### config.mk
export PLATFORM = sky130hd
export DESIGN_NAME = round_robin_task_picker_unit
export DESIGN_NICKNAME = d
export VERILOG_FILES = /design/src/sv/rrtp_pkg.sv /design/src/sv/rrtp_mem.sv /design/src/sv/rrtp_ctrl.sv /design/src/sv/round_robin_task_picker_unit.sv
export SDC_FILE = /design/constraint.sdc
export NUM_CORES = 1
export LEC_CHECK = 0
export BUFFER_PORTS_ARGS = -buffer_cell sky130_fd_sc_hd__buf_2
export CAP_MARGIN = 20
export CORE_MARGIN = 10
export CORE_UTILIZATION = 45
export CTS_CLUSTER_SIZE = 30
export DETAILED_ROUTE_END_ITERATION = 8
export HOLD_SLACK_MARGIN = 0.15
export PLACE_DENSITY = 0.63
export SYNTH_ARGS = -nofsm -noshare
export SYNTH_HDL_FRONTEND = slang
export SYNTH_SLANG_ARGS = --single-unit
### constraint.sdc
create_clock -name aclk -period 4.3 [get_ports aclk]
set_clock_uncertainty 0.2 [all_clocks]
set_input_delay 0.43 -clock aclk [delete_from_list [all_inputs] [get_ports aclk]]
set_output_delay 0.43 -clock aclk [all_outputs]
set_load 0.1 [all_outputs]
### src/sv/rrtp_pkg.sv
`timescale 1ns / 1ps
`default_nettype none
// rrtp_pkg: shared types and codes for the round-robin task picker.
// No dependencies; used by rrtp_ctrl and round_robin_task_picker_unit.

package rrtp_pkg;

    // Fixed field widths of the transaction payloads
    localparam int REQ_W   = 2;
    localparam int TASK_W  = 4;
    localparam int STATE_W = 3;
    localparam int TICKS_W = 16;

    // Time quantum after reset
    localparam logic [TICKS_W-1:0] QUANTUM_RESET = 16'd10;

    // Request codes
    localparam logic [REQ_W-1:0] REQ_YIELD       = 2'd0;
    localparam logic [REQ_W-1:0] REQ_WRITE_STATE = 2'd1;
    localparam logic [REQ_W-1:0] REQ_WRITE_TICKS = 2'd2;

    // Task state codes
    localparam logic [STATE_W-1:0] ST_FREE     = 3'd0;
    localparam logic [STATE_W-1:0] ST_RUNNABLE = 3'd1;
    localparam logic [STATE_W-1:0] ST_RUNNING  = 3'd2;
    localparam logic [STATE_W-1:0] ST_SLEEP    = 3'd3;
    localparam logic [STATE_W-1:0] ST_STOP     = 3'd4;

    typedef struct packed {
        logic [REQ_W-1:0]   req_type;
        logic [TASK_W-1:0]  task_index;
        logic [STATE_W-1:0] new_state;
        logic [TICKS_W-1:0] ticks_value;
    } task_req_t;

    typedef struct packed {
        logic [TASK_W-1:0]  current_task;
        logic               switched;
        logic [TICKS_W-1:0] current_ticks;
    } task_rsp_t;

endpackage

`default_nettype wire

### src/sv/rrtp_mem.sv
`timescale 1ns / 1ps
`default_nettype none
// rrtp_mem: simple dual-port synchronous RAM, one write and one read port,
// registered read data. No dependencies.

module rrtp_mem #(
    parameter int DEPTH = 16,
    parameter int WIDTH = 16
) (
    input  wire logic                     aclk,
    input  wire logic                     we,
    input  wire logic [$clog2(DEPTH)-1:0] waddr,
    input  wire logic [WIDTH-1:0]         wdata,
    input  wire logic                     re,
    input  wire logic [$clog2(DEPTH)-1:0] raddr,
    output logic      [WIDTH-1:0]         rdata
);

    logic [WIDTH-1:0] mem [DEPTH];
    logic [WIDTH-1:0] rdata_reg;

    // Write port
    always_ff @(posedge aclk) begin
        if (we) begin
            mem[waddr] <= wdata;
        end
    end

    // Read port, data held until the next read
    always_ff @(posedge aclk) begin
        if (re) begin
            rdata_reg <= mem[raddr];
        end
    end

    assign rdata = rdata_reg;

endmodule

`default_nettype wire

### src/sv/rrtp_ctrl.sv
`timescale 1ns / 1ps
`default_nettype none
// rrtp_ctrl: request sequencer and yield scanner of the task picker.
// Depends on rrtp_pkg; drives the state-table and ticks-table RAM ports.

module rrtp_ctrl #(
    parameter int NUM_TASKS = 16
) (
    input  wire logic                              aclk,
    input  wire logic                              aresetn,
    // request side
    input  wire logic                              s_valid,
    output logic                                   s_ready,
    input  wire rrtp_pkg::task_req_t               s_req,
    input  wire logic [rrtp_pkg::TICKS_W-1:0]      quantum,
    // result side
    input  wire logic                              slot_free,
    output logic                                   rsp_load,
    output rrtp_pkg::task_rsp_t                    rsp,
    // state table RAM
    output logic                                   st_we,
    output logic [$clog2(NUM_TASKS)-1:0]           st_waddr,
    output logic [rrtp_pkg::STATE_W-1:0]           st_wdata,
    output logic                                   st_re,
    output logic [$clog2(NUM_TASKS)-1:0]           st_raddr,
    input  wire logic [rrtp_pkg::STATE_W-1:0]      st_rdata,
    // ticks table RAM
    output logic                                   tk_we,
    output logic [$clog2(NUM_TASKS)-1:0]           tk_waddr,
    output logic [rrtp_pkg::TICKS_W-1:0]           tk_wdata,
    output logic                                   tk_re,
    output logic [$clog2(NUM_TASKS)-1:0]           tk_raddr,
    input  wire logic [rrtp_pkg::TICKS_W-1:0]      tk_rdata
);

    localparam int IDX_W = $clog2(NUM_TASKS);
    localparam int CNT_W = $clog2(NUM_TASKS + 1);
    localparam int TW    = rrtp_pkg::TASK_W;
    localparam logic [IDX_W-1:0] LAST_IDX = IDX_W'(NUM_TASKS - 1);
    localparam logic [CNT_W-1:0] N_CNT    = CNT_W'(NUM_TASKS);

    typedef enum logic [2:0] {
        S_CLEAR,
        S_IDLE,
        S_YCUR,
        S_SCAN,
        S_DEMOTE,
        S_RDTK,
        S_RESP
    } fsm_t;

    fsm_t                        state_reg, state_next;
    logic [IDX_W-1:0]            cur_reg, cur_next;
    logic [IDX_W-1:0]            start_cur_reg, start_cur_next;
    logic [IDX_W-1:0]            old_cur_reg, old_cur_next;
    logic [IDX_W-1:0]            pos_reg, pos_next;
    logic [IDX_W-1:0]            eval_pos_reg, eval_pos_next;
    logic [CNT_W-1:0]            issue_cnt_reg, issue_cnt_next;
    logic [rrtp_pkg::STATE_W-1:0] cs_reg, cs_next;

    logic accept;
    logic idx_ok;
    logic cs_idle;

    // Round-robin successor of an index
    function automatic logic [IDX_W-1:0] next_idx(input logic [IDX_W-1:0] i);
        logic [IDX_W-1:0] r;
        r = (i == LAST_IDX) ? '0 : i + 1'b1;
        return r;
    endfunction

    assign s_ready = (state_reg == S_IDLE);
    assign accept  = s_valid && s_ready;
    assign idx_ok  = (32'(s_req.task_index) < NUM_TASKS);
    // current task is free, asleep or stopped: a runnable entry may take over
    assign cs_idle = (cs_reg == rrtp_pkg::ST_FREE) || (cs_reg == rrtp_pkg::ST_SLEEP) ||
                     (cs_reg == rrtp_pkg::ST_STOP);

    // Result payload
    assign rsp.current_task  = TW'(cur_reg);
    assign rsp.switched      = (cur_reg != start_cur_reg);
    assign rsp.current_ticks = tk_rdata;

    // Next-state and RAM port logic
    always_comb begin
        state_next     = state_reg;
        cur_next       = cur_reg;
        start_cur_next = start_cur_reg;
        old_cur_next   = old_cur_reg;
        pos_next       = pos_reg;
        eval_pos_next  = eval_pos_reg;
        issue_cnt_next = issue_cnt_reg;
        cs_next        = cs_reg;
        rsp_load       = 1'b0;
        st_we          = 1'b0;
        st_waddr       = pos_reg;
        st_wdata       = rrtp_pkg::ST_FREE;
        st_re          = 1'b0;
        st_raddr       = pos_reg;
        tk_we          = 1'b0;
        tk_waddr       = pos_reg;
        tk_wdata       = '0;
        tk_re          = 1'b0;
        tk_raddr       = cur_reg;

        unique case (state_reg)
            // sweep both tables to their reset values
            S_CLEAR: begin
                st_we = 1'b1;
                tk_we = 1'b1;
                if (pos_reg == LAST_IDX) begin
                    pos_next   = '0;
                    state_next = S_IDLE;
                end else begin
                    pos_next = next_idx(pos_reg);
                end
            end

            S_IDLE: begin
                if (accept) begin
                    start_cur_next = cur_reg;
                    priority case (s_req.req_type)
                        rrtp_pkg::REQ_YIELD: begin
                            st_re      = 1'b1;
                            st_raddr   = cur_reg;
                            pos_next   = next_idx(cur_reg);
                            state_next = S_YCUR;
                        end
                        rrtp_pkg::REQ_WRITE_STATE: begin
                            st_we      = idx_ok;
                            st_waddr   = IDX_W'(s_req.task_index);
                            st_wdata   = s_req.new_state;
                            state_next = S_RDTK;
                        end
                        rrtp_pkg::REQ_WRITE_TICKS: begin
                            tk_we      = idx_ok;
                            tk_waddr   = IDX_W'(s_req.task_index);
                            tk_wdata   = s_req.ticks_value;
                            state_next = S_RDTK;
                        end
                        default: begin
                            state_next = S_RDTK;
                        end
                    endcase
                end
            end

            // capture current task state, issue first scan read
            S_YCUR: begin
                cs_next        = st_rdata;
                st_re          = 1'b1;
                st_raddr       = pos_reg;
                eval_pos_next  = pos_reg;
                pos_next       = next_idx(pos_reg);
                issue_cnt_next = CNT_W'(1);
                state_next     = S_SCAN;
            end

            // one read issued and one entry evaluated per cycle
            S_SCAN: begin
                if (issue_cnt_reg < N_CNT) begin
                    st_re          = 1'b1;
                    st_raddr       = pos_reg;
                    eval_pos_next  = pos_reg;
                    pos_next       = next_idx(pos_reg);
                    issue_cnt_next = issue_cnt_reg + 1'b1;
                end
                if (st_rdata == rrtp_pkg::ST_RUNNABLE && cs_reg == rrtp_pkg::ST_RUNNING) begin
                    // take over; old current is demoted next cycle
                    st_we        = 1'b1;
                    st_waddr     = eval_pos_reg;
                    st_wdata     = rrtp_pkg::ST_RUNNING;
                    tk_we        = 1'b1;
                    tk_waddr     = cur_reg;
                    tk_wdata     = quantum;
                    old_cur_next = cur_reg;
                    cur_next     = eval_pos_reg;
                    state_next   = S_DEMOTE;
                end else if (st_rdata == rrtp_pkg::ST_RUNNABLE && cs_idle) begin
                    st_we      = 1'b1;
                    st_waddr   = eval_pos_reg;
                    st_wdata   = rrtp_pkg::ST_RUNNING;
                    cur_next   = eval_pos_reg;
                    state_next = S_RDTK;
                end else begin
                    if (st_rdata == rrtp_pkg::ST_RUNNING) begin
                        // running entry becomes current, quantum reloaded
                        cur_next = eval_pos_reg;
                        cs_next  = rrtp_pkg::ST_RUNNING;
                        tk_we    = 1'b1;
                        tk_waddr = eval_pos_reg;
                        tk_wdata = quantum;
                    end
                    if (issue_cnt_reg == N_CNT) begin
                        state_next = S_RDTK;
                    end
                end
            end

            S_DEMOTE: begin
                st_we      = 1'b1;
                st_waddr   = old_cur_reg;
                st_wdata   = rrtp_pkg::ST_RUNNABLE;
                state_next = S_RDTK;
            end

            S_RDTK: begin
                tk_re      = 1'b1;
                state_next = S_RESP;
            end

            S_RESP: begin
                if (slot_free) begin
                    rsp_load   = 1'b1;
                    state_next = S_IDLE;
                end
            end

            default: begin
                state_next = S_IDLE;
            end
        endcase
    end

    // State and registers
    always_ff @(posedge aclk) begin
        start_cur_reg <= start_cur_next;
        old_cur_reg   <= old_cur_next;
        eval_pos_reg  <= eval_pos_next;
        issue_cnt_reg <= issue_cnt_next;
        cs_reg        <= cs_next;
        if (!aresetn) begin
            state_reg <= S_CLEAR;
            cur_reg   <= '0;
            pos_reg   <= '0;
        end else begin
            state_reg <= state_next;
            cur_reg   <= cur_next;
            pos_reg   <= pos_next;
        end
    end

endmodule

`default_nettype wire

### src/sv/round_robin_task_picker_unit.sv
`timescale 1ns / 1ps
`default_nettype none
// round_robin_task_picker_unit: top level of the round-robin task picker.
// Depends on rrtp_pkg, rrtp_mem and rrtp_ctrl.

// Round-robin task picker. Task states and remaining tick counts live in two
// single-port-read RAMs of NUM_TASKS entries. Each request transaction yields
// exactly one result transaction, and one request is handled at a time.
// A state or ticks write reads back the current task's ticks, then waits in
// the response state until the output register is free. A yield reads the
// current task's state, then streams the state RAM one entry per cycle, with
// a demotion step when a running task is demoted; the scan ends early at the
// first runnable entry that takes over. After reset the block runs a clearing
// pass over every entry of both RAMs before it accepts its first request;
// quantum writes on cfg_wr_en are taken at any time.

module round_robin_task_picker_unit #(
    parameter int NUM_TASKS = 16
) (
    input  wire logic                          aclk,
    input  wire logic                          aresetn,
    // configuration
    input  wire logic                          cfg_wr_en,
    input  wire logic [rrtp_pkg::TICKS_W-1:0]  cfg_wr_data,
    // requests
    input  wire logic                          s_valid,
    output logic                               s_ready,
    input  wire rrtp_pkg::task_req_t           s_req,
    // results
    output logic                               m_valid,
    input  wire logic                          m_ready,
    output rrtp_pkg::task_rsp_t                m_rsp
);

    localparam int IDX_W = $clog2(NUM_TASKS);

    logic [rrtp_pkg::TICKS_W-1:0] quantum_reg;
    logic                         m_valid_reg;
    rrtp_pkg::task_rsp_t          m_rsp_reg;

    logic                         rsp_load;
    rrtp_pkg::task_rsp_t          rsp;

    logic                         st_we, st_re;
    logic [IDX_W-1:0]             st_waddr, st_raddr;
    logic [rrtp_pkg::STATE_W-1:0] st_wdata, st_rdata;
    logic                         tk_we, tk_re;
    logic [IDX_W-1:0]             tk_waddr, tk_raddr;
    logic [rrtp_pkg::TICKS_W-1:0] tk_wdata, tk_rdata;

    // Time quantum register
    always_ff @(posedge aclk) begin
        if (!aresetn) begin
            quantum_reg <= rrtp_pkg::QUANTUM_RESET;
        end else if (cfg_wr_en) begin
            quantum_reg <= cfg_wr_data;
        end
    end

    // Output register
    always_ff @(posedge aclk) begin
        if (rsp_load) begin
            m_rsp_reg <= rsp;
        end
        if (!aresetn) begin
            m_valid_reg <= 1'b0;
        end else if (rsp_load) begin
            m_valid_reg <= 1'b1;
        end else if (m_ready) begin
            m_valid_reg <= 1'b0;
        end
    end

    assign m_valid = m_valid_reg;
    assign m_rsp   = m_rsp_reg;

    rrtp_ctrl #(
        .NUM_TASKS (NUM_TASKS)
    ) u_ctrl (
        .aclk      (aclk),
        .aresetn   (aresetn),
        .s_valid   (s_valid),
        .s_ready   (s_ready),
        .s_req     (s_req),
        .quantum   (quantum_reg),
        .slot_free (!m_valid_reg || m_ready),
        .rsp_load  (rsp_load),
        .rsp       (rsp),
        .st_we     (st_we),
        .st_waddr  (st_waddr),
        .st_wdata  (st_wdata),
        .st_re     (st_re),
        .st_raddr  (st_raddr),
        .st_rdata  (st_rdata),
        .tk_we     (tk_we),
        .tk_waddr  (tk_waddr),
        .tk_wdata  (tk_wdata),
        .tk_re     (tk_re),
        .tk_raddr  (tk_raddr),
        .tk_rdata  (tk_rdata)
    );

    // Task state table
    rrtp_mem #(
        .DEPTH (NUM_TASKS),
        .WIDTH (rrtp_pkg::STATE_W)
    ) u_state_mem (
        .aclk  (aclk),
        .we    (st_we),
        .waddr (st_waddr),
        .wdata (st_wdata),
        .re    (st_re),
        .raddr (st_raddr),
        .rdata (st_rdata)
    );

    // Remaining ticks table
    rrtp_mem #(
        .DEPTH (NUM_TASKS),
        .WIDTH (rrtp_pkg::TICKS_W)
    ) u_ticks_mem (
        .aclk  (aclk),
        .we    (tk_we),
        .waddr (tk_waddr),
        .wdata (tk_wdata),
        .re    (tk_re),
        .raddr (tk_raddr),
        .rdata (tk_rdata)
    );

endmodule

`default_nettype wire

==> impl_metrics.csv <==
group,metric,value,unit
clock_network,htreeDepth,2,
power,power_density,426,nW/um2
worst_setup_path,timing.rr.start,"u_state_mem.rdata[2]",
worst_setup_path,cp-end-kind,"register",
final_layout,multi_input_comb_area,4350,um2
floorplanning,die_area,43500,um2
sta,setup-violations-final,0,
synthesis,synth_most_common_cell,"edfxtp_1",
final_layout,largest_reg_flops,256,
final_layout,drive_gt1_frac,0.272,
floorplanning,die_x,208,um
clock_network,clock_path_buffers,3,
sta,fmax,287,MHz
grt,grt_pass1_vias,8980,
synthesis,yosys-top-cells-area,"edfxtp_1, mux4_2, dfxtp_1",
final_layout,final_area,18600,um2
sta,final-hold-violation-count,0,
synthesis,synth_seq_cells,392,
worst_setup_path,critPathKind,"register to register",
grt,grt_max_degree,37,
grt,grt_overflow_total,0,
power,p_int,0.00635,W
detailed_routing,ant_nets,0,
detailed_routing,dr_total_vias,8707,
detailed_routing,wl_per_cell,24.2,um
worst_setup_path,crit_arrival,3510,ps
clock_network,clk_latency,530,ps
outcome,status,"finished, final reports clean",
power,p_clk_frac,0.442,
synthesis,syn_area_per_cell,17.9,um2
power,p_sw_frac,0.201,
synthesis,yosys-top-cells-count,"edfxtp_1, mux4_2, nor2_1",
sta,worstMarginPinSlew,1000,ps
synthesis,synth_edf_count,364,
synthesis,async_reset_ff_frac,0,
power,peakVddDrop,344,uV
floorplanning,ios,69,
clock_network,post_cts_resize_count,0,
placed_design,dp_hpwl,23.2,mm
worst_setup_path,startpoint_type,"register",
clock_network,cts_inserted_buffers,42,
final_layout,syn_to_final_growth,16.6,%
floorplanning,num_rows,68,
power,p_switching,0.00160,W
floorplanning,fp.dieH,208,um
power,total_leakage_power,6.69,nW
sta,fin_setup_tns,0,ps
synthesis,syn_nets,944,
worst_setup_path,crit_fanout,9,
synthesis,yosys_warnings,0,
final_layout,seq_area,11500,um2
final_layout,fill_cells,2742,
flow_run,max-cap-violations,0,
detailed_routing,postRouteWirelength,36.4,mm
synthesis,ys_types,71,
clock_network,cts_setup_buffers,0,
min_path,hold_class,"register to register",
sta,rsz0062_at_grt,"false",
grt,antenna_found_initial,0,
placed_design,postPlaceCellArea,17100,um2
synthesis,yosysSeqAreaShare,0.719,
sta,finalMaxSlewViolations,0,
clock_network,cts_tree,"yes",
worst_setup_path,cp.required,4330,ps
sta,period_share,0.810,
grt,grt_pass1_wl,55.6,mm
detailed_routing,via_per_inst,5.79,
placed_design,port_buffers,68,
clock_network,hold_buffers,21,
power,seqPwrFrac,0.526,
power,p_comb_frac,0.033,
clock_network,clock-sinks,392,
detailed_routing,drt_first_iter_violations,738,
sta,period_minus_slack,3480,ps
floorplanning,core,34800,um2
final_layout,final_nets,1068,
sta,relSlewSlack,0.332,
worst_setup_path,worstSetupStartpoint,"u_state_mem.rdata[2]",
synthesis,synth_area_leader_cell,"edfxtp_1",
placed_design,finalWeightedCongestion,0.868,
grt,gr-usage-all-layers,0.165,
synthesis,synth-main-ff-cell,"edfxtp_1",
synthesis,syn-cell-area,16000,um2
floorplanning,initial_core_util,0.459,
min_path,hold_start,"u_ticks_mem.rdata[6]",
clock_network,clk_pin_slew,60,ps
detailed_routing,route.detailed.drc,0,
detailed_routing,dr.pass1.iters,5,
synthesis,synth.top_cell.area_share,0.684,
final_layout,antenna_cells,0,
synthesis,synth_cells,894,
clock_network,root_buffer,"clkbuf_16",
==> layer usage <==
| layer | track usage | part of all wire | vias to the layer above |
|---|---|---|---|
| met2 | 0.272 | 0.49 | 295 |
| li1 | - | - | 3903 |
| met4 | 0.0386 | 0.018 | 0 |
| met5 | 0 | 0 | - |
| met3 | 0.0277 | 0.058 | 44 |
| met1 | 0.223 | 0.43 | 4465 |
==> placed cells by master (no fill, tap or decap), types with 9 or more instances in the layout <==
| master | count |
|---|---|
| nor2_2 | 9 |
| clkbuf_16 | 43 |
| dlygate4sd3_1 | 21 |
| dfxtp_1 | 24 |
| buf_2 | 68 |
| nand2_1 | 30 |
| a22o_1 | 16 |
| nor3b_1 | 12 |
| o21ai_0 | 23 |
| edfxtp_1 | 364 |
| clkinv_2 | 11 |
| buf_4 | 37 |
| nand2b_1 | 10 |
| a211oi_1 | 11 |
| mux2i_1 | 40 |
| mux4_2 | 80 |
| a21oi_1 | 22 |
| clkinv_1 | 9 |
| nand3_1 | 13 |
| nor2_1 | 42 |
==> power groups by stage <==
stage / clock network (W) / registers, W / logic [W]
6_report: 0.00351 / 0.00418 / 0.000260
5_1_grt: 0.00374 / 0.00418 / 0.000280
4_1_cts: 0.00359 / 0.00418 / 0.000260
3_5_place_dp: 0 / 0.00426 / 0.000244
3_3_place_gp: 0 / 0.00426 / 0.000241
2_1_floorplan: 0 / 0.00426 / 0.000147
==> critical path, cell delays in order, from the launching register on <==
cell and delay [ps]:
edfxtp_1 510, or3b_1 510, mux2i_1 170, mux2_4 260
a221o_1 400, or2_1 350, nor3_2 490, buf_4 290
==> metrics by stage <==
stage | setup WS, ps | hold slack [ps] | util | std cells | total power [W]
floorplan | 634 | 200 | - | 894 | 0.00440
global placement | 923 | 200 | 0.490 | 1406 | 0.00450
detailed placement | 818 | 205 | 0.491 | 1407 | 0.00450
CTS | 795 | 219 | 0.536 | 1503 | 0.00803
global route | 612 | 220 | 0.536 | 1504 | 0.00820
finish | 817 | 218 | 0.536 | 1504 | 0.00795
==> final timing paths <==
kind	cells after the start	slack (ps)	to
max	7	820	u_ticks_mem.mem[7][7]
min reg2reg	0	220	m_rsp[6]
min	0	220	m_rsp[6]
max reg2reg	7	820	u_ticks_mem.mem[7][7]
==> logic make-up (layout without fill, tap and decap cells) <==
family                     Yosys count  count (layout)  synth area share
muxes                              124             124             0.141
DFF                                392             392             0.719
and+or+nand+nor                    180             180            0.0608
adders and majority gates            4               4           0.00313
xor gates and xnor gates             8               8           0.00438
buffers and inverters               55             210            0.0135
AOI/OAI and AO/OA                  131             131            0.0584
==> area by class of cell <==
type                       instances  share of cell area
sequential                       392               0.617
multi-input combinational        447               0.233
clock buffer                      48              0.0587
timing repair buffer             127              0.0459
tap                              455              0.0305
clock inverter                    27              0.0132
inverter                           8             0.00161
Power figures use the tool's default switching activity.
